**config.mk**
```make
export PLATFORM = sky130hd
export DESIGN_NAME = sptc_div
export DESIGN_NICKNAME = d
export VERILOG_FILES = /design/src/rtl/sptc_pkg.sv /design/src/rtl/sptc_div.sv
export SDC_FILE = /design/constraint.sdc
export NUM_CORES = 2
export LEC_CHECK = 0
export BUFFER_PORTS_ARGS = -buffer_cell sky130_fd_sc_hd__buf_4
export CAP_MARGIN = 20
export CORE_MARGIN = 2
export CORE_UTILIZATION = 35
export DETAILED_ROUTE_END_ITERATION = 10
export PLACE_DENSITY = 0.52
export SYNTH_ARGS = -nofsm -noshare
export SYNTH_HDL_FRONTEND = slang
export SYNTH_SLANG_ARGS = --single-unit
```
**constraint.sdc**
```tcl
create_clock -name clk_i -period 8.92 [get_ports clk_i]
set_input_delay 0.446 -clock clk_i [delete_from_list [all_inputs] [get_ports clk_i]]
set_output_delay 0.446 -clock clk_i [all_outputs]
set_load 0.05 [all_outputs]
```
**src/rtl/sptc_pkg.sv**
```systemverilog
package sptc_pkg;

  localparam int FRAC_BITS = 16;
  localparam int RAW_W     = 16;
  localparam int SCALE_W   = 32;
  localparam int PROD_W    = RAW_W + SCALE_W;
  localparam int SHIFT     = SCALE_W - FRAC_BITS;
  localparam int BAND_W    = PROD_W - SHIFT;
  localparam int NUM_W     = BAND_W + 1;
  localparam int Q_W       = FRAC_BITS + 1;
  localparam int QS_W      = FRAC_BITS + 2;
  localparam int PCT_W     = Q_W + 7;
  localparam int NBANDS    = 7;

  localparam int B_BLUE    = 0;
  localparam int B_GREEN   = 1;
  localparam int B_RED     = 2;
  localparam int B_NIR     = 3;
  localparam int B_SWIR1   = 4;
  localparam int B_THERMAL = 5;
  localparam int B_SWIR2   = 6;

  localparam logic signed [BAND_W-1:0] ONE_FX = BAND_W'(64'sd1 <<< FRAC_BITS);

  // Thresholds are the decimal constants rounded half up to FRAC_BITS fraction bits.
  localparam logic signed [BAND_W-1:0] TH_0P11   =
    BAND_W'((64'sd11 * (64'sd1 <<< FRAC_BITS) * 2 + 100) / 200);
  localparam logic signed [BAND_W-1:0] TH_24P85  =
    BAND_W'((64'sd2485 * (64'sd1 <<< FRAC_BITS) * 2 + 100) / 200);
  localparam logic signed [BAND_W-1:0] TH_18P85  =
    BAND_W'((64'sd1885 * (64'sd1 <<< FRAC_BITS) * 2 + 100) / 200);
  localparam logic signed [BAND_W-1:0] TH_0P072  =
    BAND_W'((64'sd72 * (64'sd1 <<< FRAC_BITS) * 2 + 1000) / 2000);
  localparam logic signed [BAND_W-1:0] TH_0P35   =
    BAND_W'((64'sd35 * (64'sd1 <<< FRAC_BITS) * 2 + 100) / 200);
  localparam logic signed [BAND_W-1:0] TH_0P042  =
    BAND_W'((64'sd42 * (64'sd1 <<< FRAC_BITS) * 2 + 1000) / 2000);
  localparam logic signed [BAND_W-1:0] TH_0P0432 =
    BAND_W'((64'sd432 * (64'sd1 <<< FRAC_BITS) * 2 + 10000) / 20000);
  localparam logic signed [BAND_W-1:0] TH_0P14   =
    BAND_W'((64'sd14 * (64'sd1 <<< FRAC_BITS) * 2 + 100) / 200);
  localparam logic signed [BAND_W-1:0] TH_0P32   =
    BAND_W'((64'sd32 * (64'sd1 <<< FRAC_BITS) * 2 + 100) / 200);
  localparam logic signed [BAND_W-1:0] TH_0P30   =
    BAND_W'((64'sd30 * (64'sd1 <<< FRAC_BITS) * 2 + 100) / 200);
  localparam logic signed [BAND_W-1:0] TH_0P22   =
    BAND_W'((64'sd22 * (64'sd1 <<< FRAC_BITS) * 2 + 100) / 200);
  localparam logic signed [BAND_W-1:0] TH_0P10   =
    BAND_W'((64'sd10 * (64'sd1 <<< FRAC_BITS) * 2 + 100) / 200);
  localparam logic signed [BAND_W-1:0] TH_0P34   =
    BAND_W'((64'sd34 * (64'sd1 <<< FRAC_BITS) * 2 + 100) / 200);

  localparam logic signed [QS_W-1:0] TQ_0P25 =
    QS_W'((64'sd25 * (64'sd1 <<< FRAC_BITS) * 2 + 100) / 200);
  localparam logic signed [QS_W-1:0] TQ_0P21 =
    QS_W'((64'sd21 * (64'sd1 <<< FRAC_BITS) * 2 + 100) / 200);
  localparam logic signed [QS_W-1:0] TQ_0P15 =
    QS_W'((64'sd15 * (64'sd1 <<< FRAC_BITS) * 2 + 100) / 200);
  localparam logic signed [QS_W-1:0] TQ_0P19 =
    QS_W'((64'sd19 * (64'sd1 <<< FRAC_BITS) * 2 + 100) / 200);
  localparam logic signed [QS_W-1:0] TQ_0P57 =
    QS_W'((64'sd57 * (64'sd1 <<< FRAC_BITS) * 2 + 100) / 200);
  localparam logic signed [QS_W-1:0] TQ_0P18 =
    QS_W'((64'sd18 * (64'sd1 <<< FRAC_BITS) * 2 + 100) / 200);

  localparam logic [6:0] PROB_MASKED = 7'd0;
  localparam logic [6:0] PROB_HOT    = 7'd2;
  localparam logic [6:0] PROB_EXIT   = 7'd3;
  localparam logic [6:0] PROB_FIRM   = 7'd98;

  typedef enum logic [1:0] {
    CFG_REFL_SCALE = 2'd0,
    CFG_TEMP_SCALE = 2'd1,
    CFG_SAT_CODE   = 2'd2
  } cfg_idx_e;

  typedef struct packed {
    logic b5_ge_0p072;
    logic b3_lt_0p35;
    logic b1_lt_0p11;
    logic b3_lt_0p042;
    logic b7_ge_0p14;
    logic b4_lt_0p32;
    logic b1_lt_0p30;
    logic b1_lt_0p35;
    logic b7_ge_0p22;
    logic b5_ge_0p10;
    logic b7_ge_0p11;
    logic b1_lt_0p34;
    logic b3_lt_0p0432;
    logic hot;
  } cmp_t;

  typedef struct packed {
    logic masked;
    logic last;
    logic early;
    logic ndsi_neg;
    logic ndvi_neg;
    cmp_t cmp;
  } side_t;

  function automatic logic [7:0] pct(input logic neg, input logic [Q_W-1:0] mag);
    logic [PCT_W-1:0] v;
    v = (PCT_W'(mag) * PCT_W'(100) + PCT_W'(1 << (FRAC_BITS - 1))) >> FRAC_BITS;
    if (neg) return 8'd0;
    if (v > PCT_W'(255)) return 8'd255;
    return v[7:0];
  endfunction

endpackage

```
**src/rtl/sptc_div.sv**
```systemverilog
module sptc_div import sptc_pkg::*; (
  input  logic             clk_i,
  input  logic             en_i,
  input  logic [NUM_W-1:0] num_i,
  input  logic [NUM_W-1:0] den_i,
  output logic [Q_W-1:0]   quo_o
);

  localparam int RW = NUM_W + 1;

  logic [RW-1:0]    r_q   [FRAC_BITS+1];
  logic [NUM_W-1:0] d_q   [FRAC_BITS+1];
  logic [Q_W-1:0]   q_q   [FRAC_BITS+1];
  logic             sat_q [FRAC_BITS+1];

  logic          sat0;
  logic          ge0;
  logic [RW-1:0] r0;

  // A numerator of twice the denominator or more saturates the quotient.
  always_comb begin
    sat0 = {1'b0, num_i} >= {den_i, 1'b0};
    ge0  = num_i >= den_i;
    r0   = ge0 ? RW'(num_i - den_i) : RW'(num_i);
  end

  always_ff @(posedge clk_i) begin
    if (en_i) begin
      r_q[0]   <= r0;
      d_q[0]   <= den_i;
      q_q[0]   <= Q_W'(ge0);
      sat_q[0] <= sat0;
    end
  end

  for (genvar i = 1; i <= FRAC_BITS; i++) begin : g_step
    logic [RW-1:0] r2;
    logic          ge;
    always_comb begin
      r2 = {r_q[i-1][RW-2:0], 1'b0};
      ge = r2 >= RW'(d_q[i-1]);
    end
    always_ff @(posedge clk_i) begin
      if (en_i) begin
        r_q[i]   <= ge ? r2 - RW'(d_q[i-1]) : r2;
        d_q[i]   <= d_q[i-1];
        q_q[i]   <= {q_q[i-1][Q_W-2:0], ge};
        sat_q[i] <= sat_q[i-1];
      end
    end
  end

  assign quo_o = sat_q[FRAC_BITS] ? {Q_W{1'b1}} : q_q[FRAC_BITS];

endmodule

```
==> results.toml <==
[synthesis]
avgSynthCellArea_um2 = 11.05
ys_ff_latch = 1226
async_flop_share = 0
synth_edf_count = 1226
yosys_warnings = 0
postSynthCellCount = 6515
ys_seq_area_frac = 0.5113
syn-num-nets = 7191
synthDistinctLibCells = 84
synthFlopType = "edfxtp_1"
syn-cell-area_mm2 = 0.07200

[grt]
grt_use_total = 0.1478
grt_max_degree = 200
grt_pass1_wl_um = 250900
grt_pass1_vias = 49492
antenna_found_initial = 2
grt_remaining_overflow = 0

[pwr]
power_frac_comb = 0.462
p_switching_uw = 10380
max-vdd-ir-drop_mv = 0.2114
p_int_uw = 17760
p_per_area_mw_per_mm2 = 347.5
total_leakage_power_uw = 0.03297
p_seq_frac = 0.336
switching_share = 0.3688
clkPwrFrac = 0.202

[routing]
drt_wl_total_um = 156300
vias_per_cell = 5.023
dr.pass1.iters = 5
wl_per_cell_um = 16.45
drc = 0
via_count = 47725
postRouteAntennaNets = 0
drtIter0Drc = 2505

[floorplan]
core_area_mm2 = 0.2046
row_count = 166
dieWidth_um = 457.6
dieArea_mm2 = 0.2094
die_h_um = 457.6
ios = 85
start_util = 0.3519

[critical_path]
cp-end-kind = "flop"
critPathMaxFanout = 34
worstSetupPathType = "reg -> reg"
worstPathArrival_ns = 5.12
worst_setup_path_start_kind = "flop"
worstPathRequired_ns = 9.44

[timing]
post-route-period-util = 0.5167
fin_setup_tns_ns = 0
hold_ws_ns = 0.09991
max_freq_mhz = 217.0
slew_violations = 0
setup_viol = 0
finalHoldViolCount = 0
slew_headroom = 0.2771
tightest_slew_ns = 1.084
rsz0062_at_grt = "false"
finalWorstSetupSlack_ns = 4.311
fin_worst_skew_ns = 0.02583
period_minus_slack_ns = 4.609

[cts]
cts.path.max_buffers = 3
cts_resized = 0
cts_setup_buffers = 0
clk_pin_slew_ns = 0.06
h-tree-depth = 4
cts.sinks = 1226
clock_latency_ns = 0.77
cts_made_buffers = 147
cts_tree = "yes"
clockRootBuffer = "clkbuf_16"

[finish]
drive_gt1_frac = 0.08717
nets = 7389
final_cells = 9502
n_antenna_cell = 0
area_growth_pct = 12.49
fillers = 19406

[place]
dp.cells = 9187
dp_slack_ns = 4.267
place.gp.congestion = 0.9061
hpwl_um = 118200
portBuffers = 84

[outcome]
status = "finished clean"

[min_path]
hold_path.class = "in -> reg"

[job]
max-cap-violations = 0
## layer usage
| layer | routed length [um] | share of wire | GRT usage | vias up |
|---|---|---|---|---|
| li1 | - | - | - | 24138 |
| met1 | 58040 | 0.37 | 0.1435 | 22254 |
| met2 | 85480 | 0.55 | 0.2936 | 881 |
| met3 | 4550 | 0.029 | 0.02278 | 452 |
| met4 | 8213 | 0.053 | 0.08069 | 0 |
| met5 | 0 | 0 | 0 | - |
## stage by stage
stage | utilization | total power, uW | cell area [um2]
finish | 0.3959 | 28140 | 80990
CTS | 0.3959 | 28340 | 80990
detailed placement | 0.3705 | 22430 | 75810
floorplan | - | 19380 | 72000
global route | 0.3959 | 30330 | 80990
global placement | 0.3705 | 22280 | 75810
## cells by family (layout without fill, tap and decap cells)
kind of cell	count (synthesis)	count (layout)	synth area share
adder cells (fa/ha/maj)	608	608	0.1073
AO/OA/AOI/OAI	1769	1769	0.1536
multiplexers	215	215	0.03397
buffers and inverters	836	1135	0.04515
AND/OR/NAND/NOR	1407	1407	0.09347
flip-flops	1226	1226	0.5113
XOR/XNOR	454	454	0.05522
## state kept, by name (all words and copies together) (netlist names)
signal	cells
d_q	528
q_q	153
r_q	528
sat_q	17
## layout by cell type (no fill, tap or decap), drive strengths merged, types with 30 or more instances in the layout
cell | synthesis | layout
and3 | 41 | 41
nor2b | 97 | 97
clkbuf | 96 | 193
xnor2 | 269 | 269
nand3 | 95 | 95
a21oi | 528 | 528
o21bai | 83 | 83
and2 | 37 | 37
or2 | 30 | 30
a21o | 232 | 232
nor3 | 56 | 56
nor2 | 308 | 308
nand2 | 479 | 479
nand2b | 102 | 102
o31ai | 35 | 35
edfxtp | 1226 | 1226
mux2 | 205 | 205
o21a | 80 | 80
ha | 592 | 592
o21ai | 505 | 505
inv | 701 | 705
nand4 | 85 | 85
clkinv | 0 | 42
dlygate4sd3 | 0 | 65
a31oi | 47 | 47
xor2 | 185 | 185
buf | 39 | 119
## critical path, cell delays in order, from the launching register on
cell	delay, ns
edfxtp_1	0.48
fa_1	0.48
nand2b_1	0.19
a211oi_1	0.49
o41ai_2	0.16
a31oi_1	0.33
nor4_1	0.12
o31a_2	0.38
a21oi_1	0.32
a311oi_2	0.22
o211ai_1	0.23
a211o_1	0.14
buf_4	0.38
mux2_2	0.39
## power groups by stage
stage / Clock [uW] / Sequential [uW] / Combinational [uW]
2_1_floorplan: 0 / 9230 / 10100
5_1_grt: 6150 / 9630 / 14500
3_5_place_dp: 0 / 9580 / 12900
6_report: 5690 / 9460 / 13000
3_3_place_gp: 0 / 9590 / 12700
4_1_cts: 5910 / 9470 / 13000
## layout make-up
cell class              instances  area, um2  share of cell area
clock buffers                 193       4000             0.04939
clock inverters                57      536.8            0.006627
inverters                     701       2631             0.03249
multi-input cells            4453      32040              0.3956
flip-flops and latches       1226      36820              0.4546
well taps                    2688       3363             0.04153
repair buffers                184       1607             0.01984
## Yosys cell counts, types with 45 or more instances
cell / n / share of area
nor3_1: 56 / 0.0039
a21o_1: 232 / 0.024
a31oi_1: 45 / 0.0039
nor2b_1: 97 / 0.0084
ha_1: 592 / 0.10
nor2_1: 308 / 0.016
nand2b_1: 102 / 0.0089
xor2_1: 185 / 0.023
edfxtp_1: 1226 / 0.51
clkbuf_1: 94 / 0.0049
mux2_2: 195 / 0.030
xnor2_1: 269 / 0.033
inv_1: 701 / 0.037
nand3_1: 95 / 0.0066
o21a_1: 80 / 0.0083
nand2_1: 479 / 0.025
nand4_1: 85 / 0.0074
o21bai_1: 83 / 0.0087
a21oi_1: 527 / 0.037
o21ai_0: 500 / 0.035
## path summary, 6_finish.rpt
check	slack, ns	to	start	depth (start not counted)
worst max-delay path	4.31	r_q[0][446]	d_q[0][396]	13
worst min-delay path	0.1	r_q[0][0]	num_i[0]	3
worst max register to register	4.31	r_q[0][446]	d_q[0][396]	13
worst min register to register	0.41	q_q[1][19]	q_q[1][1]	0
## what timing repair did
| item | CTS | global route |
|---|---|---|
| endpoints found under the setup margin | 0 | 0 |
| hold endpoints to repair | 65 | 0 |
| hold buffers | 65 | 0 |
No activity file was read; power rests on OpenSTA's default activity.
